File: config.mk
export PLATFORM = sky130hd
export DESIGN_NAME = spi_master_register_access_core_flat
export DESIGN_NICKNAME = d
export VERILOG_FILES = /design/src/rtl/smra_pkg.sv /design/src/rtl/smra_req_if.sv /design/src/rtl/smra_res_if.sv /design/src/rtl/spi_master_register_access_core.sv /design/src/flat_wrapper.sv
export SDC_FILE = /design/constraint.sdc
export NUM_CORES = 1
export LEC_CHECK = 0
export BUFFER_PORTS_ARGS = -buffer_cell sky130_fd_sc_hd__buf_2
export CAP_MARGIN = 0
export CELL_PAD_IN_SITES_DETAIL_PLACEMENT = 2
export CELL_PAD_IN_SITES_GLOBAL_PLACEMENT = 2
export CORE_MARGIN = 1
export CORE_UTILIZATION = 32
export DETAILED_ROUTE_END_ITERATION = 6
export PLACE_DENSITY_LB_ADDON = 0.2
export SYNTH_ARGS = -nofsm -noshare
export SYNTH_HDL_FRONTEND = slang
export SYNTH_SLANG_ARGS = --single-unit
File: constraint.sdc
create_clock -name clk -period 6.3 [get_ports clk]
set_clock_uncertainty 0.1 [all_clocks]
set_input_delay 0 -clock clk [delete_from_list [all_inputs] [get_ports clk]]
set_output_delay 0 -clock clk [all_outputs]
set_load 0.03 [all_outputs]
File: src/rtl/smra_pkg.sv
// ----------------------------------------------------------------------------
// SPI register access package
// Request and result payload types, command codes and sequencer phases.
// ----------------------------------------------------------------------------
package smra_pkg;

	localparam logic [2:0] MODE_NONE        = 3'd0;
	localparam logic [2:0] MODE_BEGIN_WRITE = 3'd1;
	localparam logic [2:0] MODE_BEGIN_READ  = 3'd2;
	localparam logic [2:0] MODE_WRITE_BYTE  = 3'd3;
	localparam logic [2:0] MODE_READ_BYTE   = 3'd4;
	localparam logic [2:0] MODE_WRITE_WORD  = 3'd5;
	localparam logic [2:0] MODE_READ_WORD   = 3'd6;
	localparam logic [2:0] MODE_END         = 3'd7;

	localparam logic [7:0] ADDR_WRITE_FLAG = 8'h80;
	localparam int unsigned BYTE_BITS      = 8;

	typedef enum logic [2:0] {
		PH_IDLE = 3'b001,
		PH_HIGH = 3'b010,
		PH_LOW  = 3'b100
	} phase_t;

	typedef struct packed {
		logic [2:0]  mode;
		logic [6:0]  reg_address;
		logic [15:0] write_data;
		logic        miso_level;
	} req_t;

	typedef struct packed {
		logic        chip_select_n;
		logic        serial_clock;
		logic        master_out;
		logic        ready_res;
		logic [15:0] read_data;
		logic        read_valid;
	} res_t;

endpackage

File: src/rtl/smra_req_if.sv
// ----------------------------------------------------------------------------
// SPI register access request channel
// Valid/ready channel carrying one request per tick.
// ----------------------------------------------------------------------------
interface smra_req_if import smra_pkg::*; ();
	logic valid;
	logic ready;
	req_t data;

	modport source (output valid, output data, input ready);
	modport sink (input valid, input data, output ready);
endinterface

File: src/rtl/smra_res_if.sv
// ----------------------------------------------------------------------------
// SPI register access result channel
// Valid/ready channel carrying pin levels and read data per tick.
// ----------------------------------------------------------------------------
interface smra_res_if import smra_pkg::*; ();
	logic valid;
	logic ready;
	res_t data;

	modport source (output valid, output data, input ready);
	modport sink (input valid, input data, output ready);
endinterface

File: src/rtl/spi_master_register_access_core.sv
// ----------------------------------------------------------------------------
// SPI master register access core
// Mode 0, MSB first SPI master stepped by one request per tick.
// Each request is captured in the input register, and its result is then registered in the output register.
// Throughput: one request per cycle while results are taken; the pin sequencer updates once per request.
// A held result stalls the input register, which stalls the request channel.
// Reset: CS high, SCK and MOSI low, sequencer idle, half period of one tick.
// ----------------------------------------------------------------------------
module spi_master_register_access_core import smra_pkg::*; #(
	parameter int unsigned WORD_BITS = 16
) (
	input  logic       clk,
	input  logic       arst_n,
	input  logic       cfg_wr_en,
	input  logic [7:0] cfg_wr_data,
	smra_req_if.sink   req,
	smra_res_if.source res
);

	localparam int unsigned BL_W = $clog2(WORD_BITS + 1);

	logic [7:0]           half_q;
	logic                 valid_s1;
	req_t                 req_s1;
	logic                 res_valid_q;
	res_t                 res_q;
	phase_t               phase_q;
	logic [WORD_BITS-1:0] shift_q;
	logic [BL_W-1:0]      bits_q;
	logic [7:0]           tick_q;
	logic                 cs_q;
	logic                 sck_q;
	logic                 mosi_q;
	logic                 rd_q;

	phase_t               phase_d;
	logic [WORD_BITS-1:0] shift_d;
	logic [BL_W-1:0]      bits_d;
	logic [7:0]           tick_d;
	logic                 cs_d;
	logic                 sck_d;
	logic                 mosi_d;
	logic                 rd_d;
	logic [15:0]          rdata_d;
	logic                 rvalid_d;
	logic [7:0]           half_len;
	logic                 half_done;
	logic                 adv;
	logic                 start;
	logic [WORD_BITS-1:0] load_val;
	logic [BL_W-1:0]      load_bits;
	logic                 load_rd;
	logic [WORD_BITS-1:0] shift_nx;
	logic [BL_W-1:0]      bits_nx;

	assign adv       = valid_s1 && (!res_valid_q || res.ready);
	assign req.ready = !valid_s1 || adv;
	assign res.valid = res_valid_q;
	assign res.data  = res_q;

	assign half_len  = (half_q == 8'd0) ? 8'd1 : half_q;
	assign half_done = tick_q >= half_len;
	assign shift_nx  = {shift_q[WORD_BITS-2:0], rd_q ? req_s1.miso_level : 1'b0};
	assign bits_nx   = bits_q - BL_W'(1);

	always_comb begin
		start     = 1'b0;
		load_val  = '0;
		load_bits = BL_W'(BYTE_BITS);
		load_rd   = 1'b0;
		case (req_s1.mode)
			MODE_BEGIN_WRITE: begin
				start    = 1'b1;
				load_val = WORD_BITS'(ADDR_WRITE_FLAG | {1'b0, req_s1.reg_address})
					<< (WORD_BITS - BYTE_BITS);
			end
			MODE_BEGIN_READ: begin
				start    = 1'b1;
				load_val = WORD_BITS'({1'b0, req_s1.reg_address}) << (WORD_BITS - BYTE_BITS);
			end
			MODE_WRITE_BYTE: begin
				start    = 1'b1;
				load_val = WORD_BITS'(req_s1.write_data[7:0]) << (WORD_BITS - BYTE_BITS);
			end
			MODE_READ_BYTE: begin
				start   = 1'b1;
				load_rd = 1'b1;
			end
			MODE_WRITE_WORD: begin
				start     = 1'b1;
				load_val  = WORD_BITS'(req_s1.write_data);
				load_bits = BL_W'(WORD_BITS);
			end
			MODE_READ_WORD: begin
				start     = 1'b1;
				load_rd   = 1'b1;
				load_bits = BL_W'(WORD_BITS);
			end
			default: begin
				start = 1'b0;
			end
		endcase
	end

	always_comb begin
		phase_d  = phase_q;
		shift_d  = shift_q;
		bits_d   = bits_q;
		tick_d   = tick_q;
		cs_d     = cs_q;
		sck_d    = sck_q;
		mosi_d   = mosi_q;
		rd_d     = rd_q;
		rdata_d  = '0;
		rvalid_d = 1'b0;
		case (phase_q)
			PH_IDLE: begin
				if (req_s1.mode == MODE_BEGIN_WRITE || req_s1.mode == MODE_BEGIN_READ) begin
					cs_d = 1'b0;
				end else if (req_s1.mode == MODE_END) begin
					cs_d = 1'b1;
				end
				if (start) begin
					shift_d = load_val;
					bits_d  = load_bits;
					rd_d    = load_rd;
					if (!load_rd) begin
						mosi_d = load_val[WORD_BITS-1];
					end
					sck_d   = 1'b1;
					tick_d  = 8'd1;
					phase_d = PH_HIGH;
				end
			end
			PH_HIGH: begin
				if (half_done) begin
					sck_d   = 1'b0;
					tick_d  = 8'd1;
					phase_d = PH_LOW;
				end else begin
					tick_d = tick_q + 8'd1;
				end
			end
			PH_LOW: begin
				if (half_done) begin
					shift_d = shift_nx;
					bits_d  = bits_nx;
					if (bits_nx == '0) begin
						phase_d  = PH_IDLE;
						tick_d   = 8'd0;
						rvalid_d = rd_q;
						rdata_d  = rd_q ? 16'(shift_nx) : 16'd0;
					end else begin
						if (!rd_q) begin
							mosi_d = shift_nx[WORD_BITS-1];
						end
						sck_d   = 1'b1;
						tick_d  = 8'd1;
						phase_d = PH_HIGH;
					end
				end else begin
					tick_d = tick_q + 8'd1;
				end
			end
			default: begin
				phase_d = PH_IDLE;
			end
		endcase
	end

	always_ff @(posedge clk or negedge arst_n) begin
		if (!arst_n) begin
			half_q      <= 8'd1;
			valid_s1    <= 1'b0;
			res_valid_q <= 1'b0;
			phase_q     <= PH_IDLE;
			shift_q     <= '0;
			bits_q      <= '0;
			tick_q      <= 8'd0;
			cs_q        <= 1'b1;
			sck_q       <= 1'b0;
			mosi_q      <= 1'b0;
			rd_q        <= 1'b0;
		end else begin
			if (cfg_wr_en) begin
				half_q <= cfg_wr_data;
			end
			if (req.ready) begin
				valid_s1 <= req.valid;
			end
			if (adv) begin
				res_valid_q <= 1'b1;
				phase_q     <= phase_d;
				shift_q     <= shift_d;
				bits_q      <= bits_d;
				tick_q      <= tick_d;
				cs_q        <= cs_d;
				sck_q       <= sck_d;
				mosi_q      <= mosi_d;
				rd_q        <= rd_d;
			end else if (res.ready) begin
				res_valid_q <= 1'b0;
			end
		end
	end

	always_ff @(posedge clk) begin
		if (req.ready && req.valid) begin
			req_s1 <= req.data;
		end
		if (adv) begin
			res_q.chip_select_n <= cs_d;
			res_q.serial_clock  <= sck_d;
			res_q.master_out    <= mosi_d;
			res_q.ready_res     <= (phase_d == PH_IDLE);
			res_q.read_data     <= rdata_d;
			res_q.read_valid    <= rvalid_d;
		end
	end

endmodule

File: src/flat_wrapper.sv
// flat-port wrapper written by rule: the top's interface ports become plain ports
module spi_master_register_access_core_flat import smra_pkg::*;
#(
	parameter int unsigned WORD_BITS = 16
)
  (clk, arst_n, cfg_wr_en, cfg_wr_data, req_valid, req_data, req_ready, res_valid, res_data, res_ready);
  smra_req_if req_i ();
  smra_res_if res_i ();
  input  logic clk;
  input  logic arst_n;
  input  logic cfg_wr_en;
  input  logic [7:0] cfg_wr_data;
  input wire logic [$bits(req_i.valid)-1:0] req_valid;
  input wire logic [$bits(req_i.data)-1:0] req_data;
  output wire logic [$bits(req_i.ready)-1:0] req_ready;
  output wire logic [$bits(res_i.valid)-1:0] res_valid;
  output wire logic [$bits(res_i.data)-1:0] res_data;
  input wire logic [$bits(res_i.ready)-1:0] res_ready;
  assign req_i.valid = req_valid;
  assign req_i.data = req_data;
  assign req_ready = req_i.ready;
  assign res_valid = res_i.valid;
  assign res_data = res_i.data;
  assign res_i.ready = res_ready;
  spi_master_register_access_core #(.WORD_BITS(WORD_BITS)) u_core (.clk(clk), .arst_n(arst_n), .cfg_wr_en(cfg_wr_en), .cfg_wr_data(cfg_wr_data), .req(req_i), .res(res_i));
endmodule
==> metrics.txt <==
Die Ht between 100 and 150 um; via count normalized by instance count 5.14; relative contribution of combinational cells to total power a little under a quarter; sequence of cells on the critical path nor4_1, a41o_1, ha_1, nand2b_4, a2111oi_4, o31ai_2, and3_1, nand2b_4, mux2_4; worst min path class input pin to flop; via count of the first global-routing pass between 3000 and 4000; LEAKAGE about 2.3 nW; Final setup violation count 0; clock tree from TritonCTS done; layout-stage area growth over the synthesis result 29.4%; worst-case reg-to-reg path depth 9; total congestion overflow after global routing 0; total number of vias ~3500; violation count after the first detailed-route iteration 110; maximum level of the CTS H-tree 3; period utilization 48.0%; Yosys warning count 0; first-pass GRT wire length 20700 um; internal power summed over all cells around 1.2 mW; signal arrival time at the worst endpoint between 3 and 4 ns; Sw Ratio around 33%; worst rel slew slack roughly a fifth; max incr delay on CP between 0.4 and 0.5 ns; share of async-settable or async-resettable flops after synthesis 48.4%; most prevalent standard cell on the critical path nand2b_4; sequential area share after synthesis between 50% and 60%; number of enable flip-flop cells after synthesis 48; maximum fanout along the worst path 19; iteration count of the initial detailed-routing pass 4; final max-slew violation count 0; power consumption 1.79 mW; transition time of the tightest slew-check pin ~1.2 ns; clock transition at the register clock pins on the worst setup and hold paths after CTS approximately 0.070 ns; fraction of layout instances using a drive strength above 1 21.0%; post-layout worst setup margin ~3.3 ns; half-perimeter wire length after detailed placement 8020 um; diode count 0; combined area of all synthesized cells 4360 um^2; number of top-level design ports 63; Die Span X 119 um; reg-to-reg critical path startpoint u_core.half_q[7]; data required time of the worst path roughly 6.5 ns; die area about 14000 um^2; initial antenna violation count 0; cell family with the largest share of critical-path delay simple AND/OR/NAND/NOR gates; worst slack at placement 3.27 ns; sequential share of power between 40% and 50%; post-synth cell types 56; cts bufs inserted 9; DRT Wirelength roughly 13000 um; Post-layout nets 542; Non-Filler Cell Area, Final ~5600 um^2; Clk network pwr share between 20 and 30%; floorplan row count 42; average size of a mapped cell ~12 um^2; Max clock buf depth 2; placement-stage cell area slightly below 5000 um^2; Fmax achieved 0.331 GHz; end of the critical path u_core.phase_q[0]; outcome finished clean; Antenna Nets Post-Route 0; slowest CP cell a2111oi_4; number of setup buffers added after CTS 0; main area contributors after synthesis edfxtp_1 (33%), dfrtp_1 (24%), a22oi_1 (3.6%), nand2_1 (3.4%), o21ai_0 (3.3%); number of hold violations in the final report 0; count of state elements after synthesis 93; final critical-path required period between 3 and 4 ns; worst skew pair latency 0.35 ns; Final GP Congestion between 0.7 and 0.8; Buf/Inv on CP 0; leading register cell type out of synthesis edfxtp_1; crit path launch u_core.half_q[7]; global-route total usage across every layer about 19%; launching element type of the critical path flop; number of instances in the synthesized netlist ~380; depth of the critical timing path with buffers and inverters included 9; routed length per placed instance 18.7 um; post-layout util a little over two fifths; reg-to-reg critical path endpoint u_core.phase_q[0]; Floorplan Core Area 13200 um^2; Fin Setup TNS 0 ns; starting utilization of the core area approximately a third; residual DRC count 0; TritonCTS sink count between 90 and 100; category of the most critical setup path flop to flop; maxcap violations 0; root buffer selected by CTS clkbuf_16; pwr dens about 320 nW/um^2; largest area contributor in the netlist edfxtp_1; Mapped Nets between 400 and 500; setup repair after global routing missed its margin no; Max VDD drop 0.000158 V; pin count of the biggest net entering global routing 46; Worst R2R Setup Slack around 3.3 ns; switching component of the power 0.591 mW; count of port buffers added during placement 62; nature of the critical path endpoint flop; share of the synthesized area in the top cell type 33.1%
-- sequential cells by signal (all words and copies together) (netlist names) --
name / count
u_core.phase_q: 3
u_core.res.data: 21
u_core.mosi_q: 1
u_core.shift_q: 15
u_core.half_q: 8
u_core.valid_s1: 1
u_core.cs_q: 1
u_core.bits_q: 5
u_core.tick_q: 8
u_core.sck_q: 1
u_core.req_s1: 27
u_core.res.valid: 1
u_core.rd_q: 1
-- stage by stage --
| step | hold slack (ns) | instances |
|---|---|---|
| after floorplan | -0.396 | 379 |
| after detailed placement | 0.0559 | 604 |
| after global routing | 0.0678 | 672 |
| final | 0.0451 | 672 |
| after CTS | 0.00541 | 672 |
| after global placement | 0.0500 | 604 |
-- layout make-up --
class / count / area [um^2]
Clock inverter: 5 / 37.5
Multi-Input combinational cell: 257 / 1670
Tap cell: 176 / 220
Inverter: 13 / 48.8
Sequential cell: 93 / 2570
Clock buffer: 11 / 243
Timing Repair Buffer: 117 / 853
Fill cell: 1411 / 7600
-- metal layers --
metal / up-vias / part of all wire, % / global-route usage (%)
li1: 1633 / - / -
met1: 1756 / 44 / 23.2
met2: 49 / 52 / 34.5
met3: 14 / 2.3 / 3.14
met4: 0 / 1.8 / 7.83
met5: - / 0 / 0
-- layout by cell type (no fill, tap or decap), types with 4 or more instances in the layout --
| master | n |
|---|---|
| buf_2 | 62 |
| dlygate4sd3_1 | 52 |
| edfxtp_1 | 48 |
| dfrtp_1 | 42 |
| nand2_1 | 39 |
| o21ai_0 | 29 |
| a22oi_1 | 21 |
| nor2_1 | 19 |
| and3_1 | 19 |
| a21oi_1 | 17 |
| o21ai_1 | 16 |
| inv_1 | 13 |
| ha_1 | 11 |
| mux2_2 | 9 |
| clkbuf_16 | 9 |
| nand2b_1 | 6 |
| nand3_1 | 6 |
| o31ai_1 | 6 |
| nor2b_1 | 5 |
| nand4_1 | 4 |
-- worst min-delay path by stage --
stage                     slack [ns]      start  depth (start not counted)                end
after CTS                      0.005  cfg_wr_en                          2   u_core.half_q[0]
final                           0.05  cfg_wr_en                          2   u_core.half_q[0]
after global routing            0.07  cfg_wr_en                          2   u_core.half_q[0]
after detailed placement        0.06     arst_n                          2   u_core.tick_q[6]
after global placement          0.05     arst_n                          2  u_core.shift_q[4]
after floorplan                -0.40     arst_n                          0   u_core.bits_q[0]
-- what timing repair did --
action | 4_1_cts | 5_1_grt
gates resized for setup | 0 | 0
hold buffers | 52 | 0
hold endpoints to repair | 79 | 0
-- synth_stat cells (all sizes together) (3+ instances only) --
library cell  instances
edfxtp               48
o21ai                45
dfrtp                42
nand2                39
a22oi                21
and3                 19
nor2                 19
a21oi                18
inv                  13
clkbuf               11
ha                   11
mux2                 10
nand2b                8
nand3                 8
o31ai                 7
buf                   5
nor2b                 5
nand4                 4
nor4                  4
and2                  3
dfstp                 3
nor3b                 3
or3                   3
-- logic make-up after synthesis --
group	count (synthesis)	synth area share [%]
and+or+nand+nor	121	15.3
muxes	10	2.67
xor gates and xnor gates	1	0.201
AOI/OAI and AO/OA	114	17.0
buffers and inverters	29	2.75
DFF	93	59.0
adders and majority gates	11	3.16
-- power groups by stage --
stage                     Combinational [mW]  Clock, mW  Sequential, mW
after detailed placement               0.392          0           0.867
after floorplan                        0.271          0           0.842
after global placement                 0.373          0           0.861
after global routing                   0.469      0.550           0.872
after CTS                              0.421      0.530           0.856
final                                  0.418      0.520           0.855
Power figures use the tool's default switching activity.
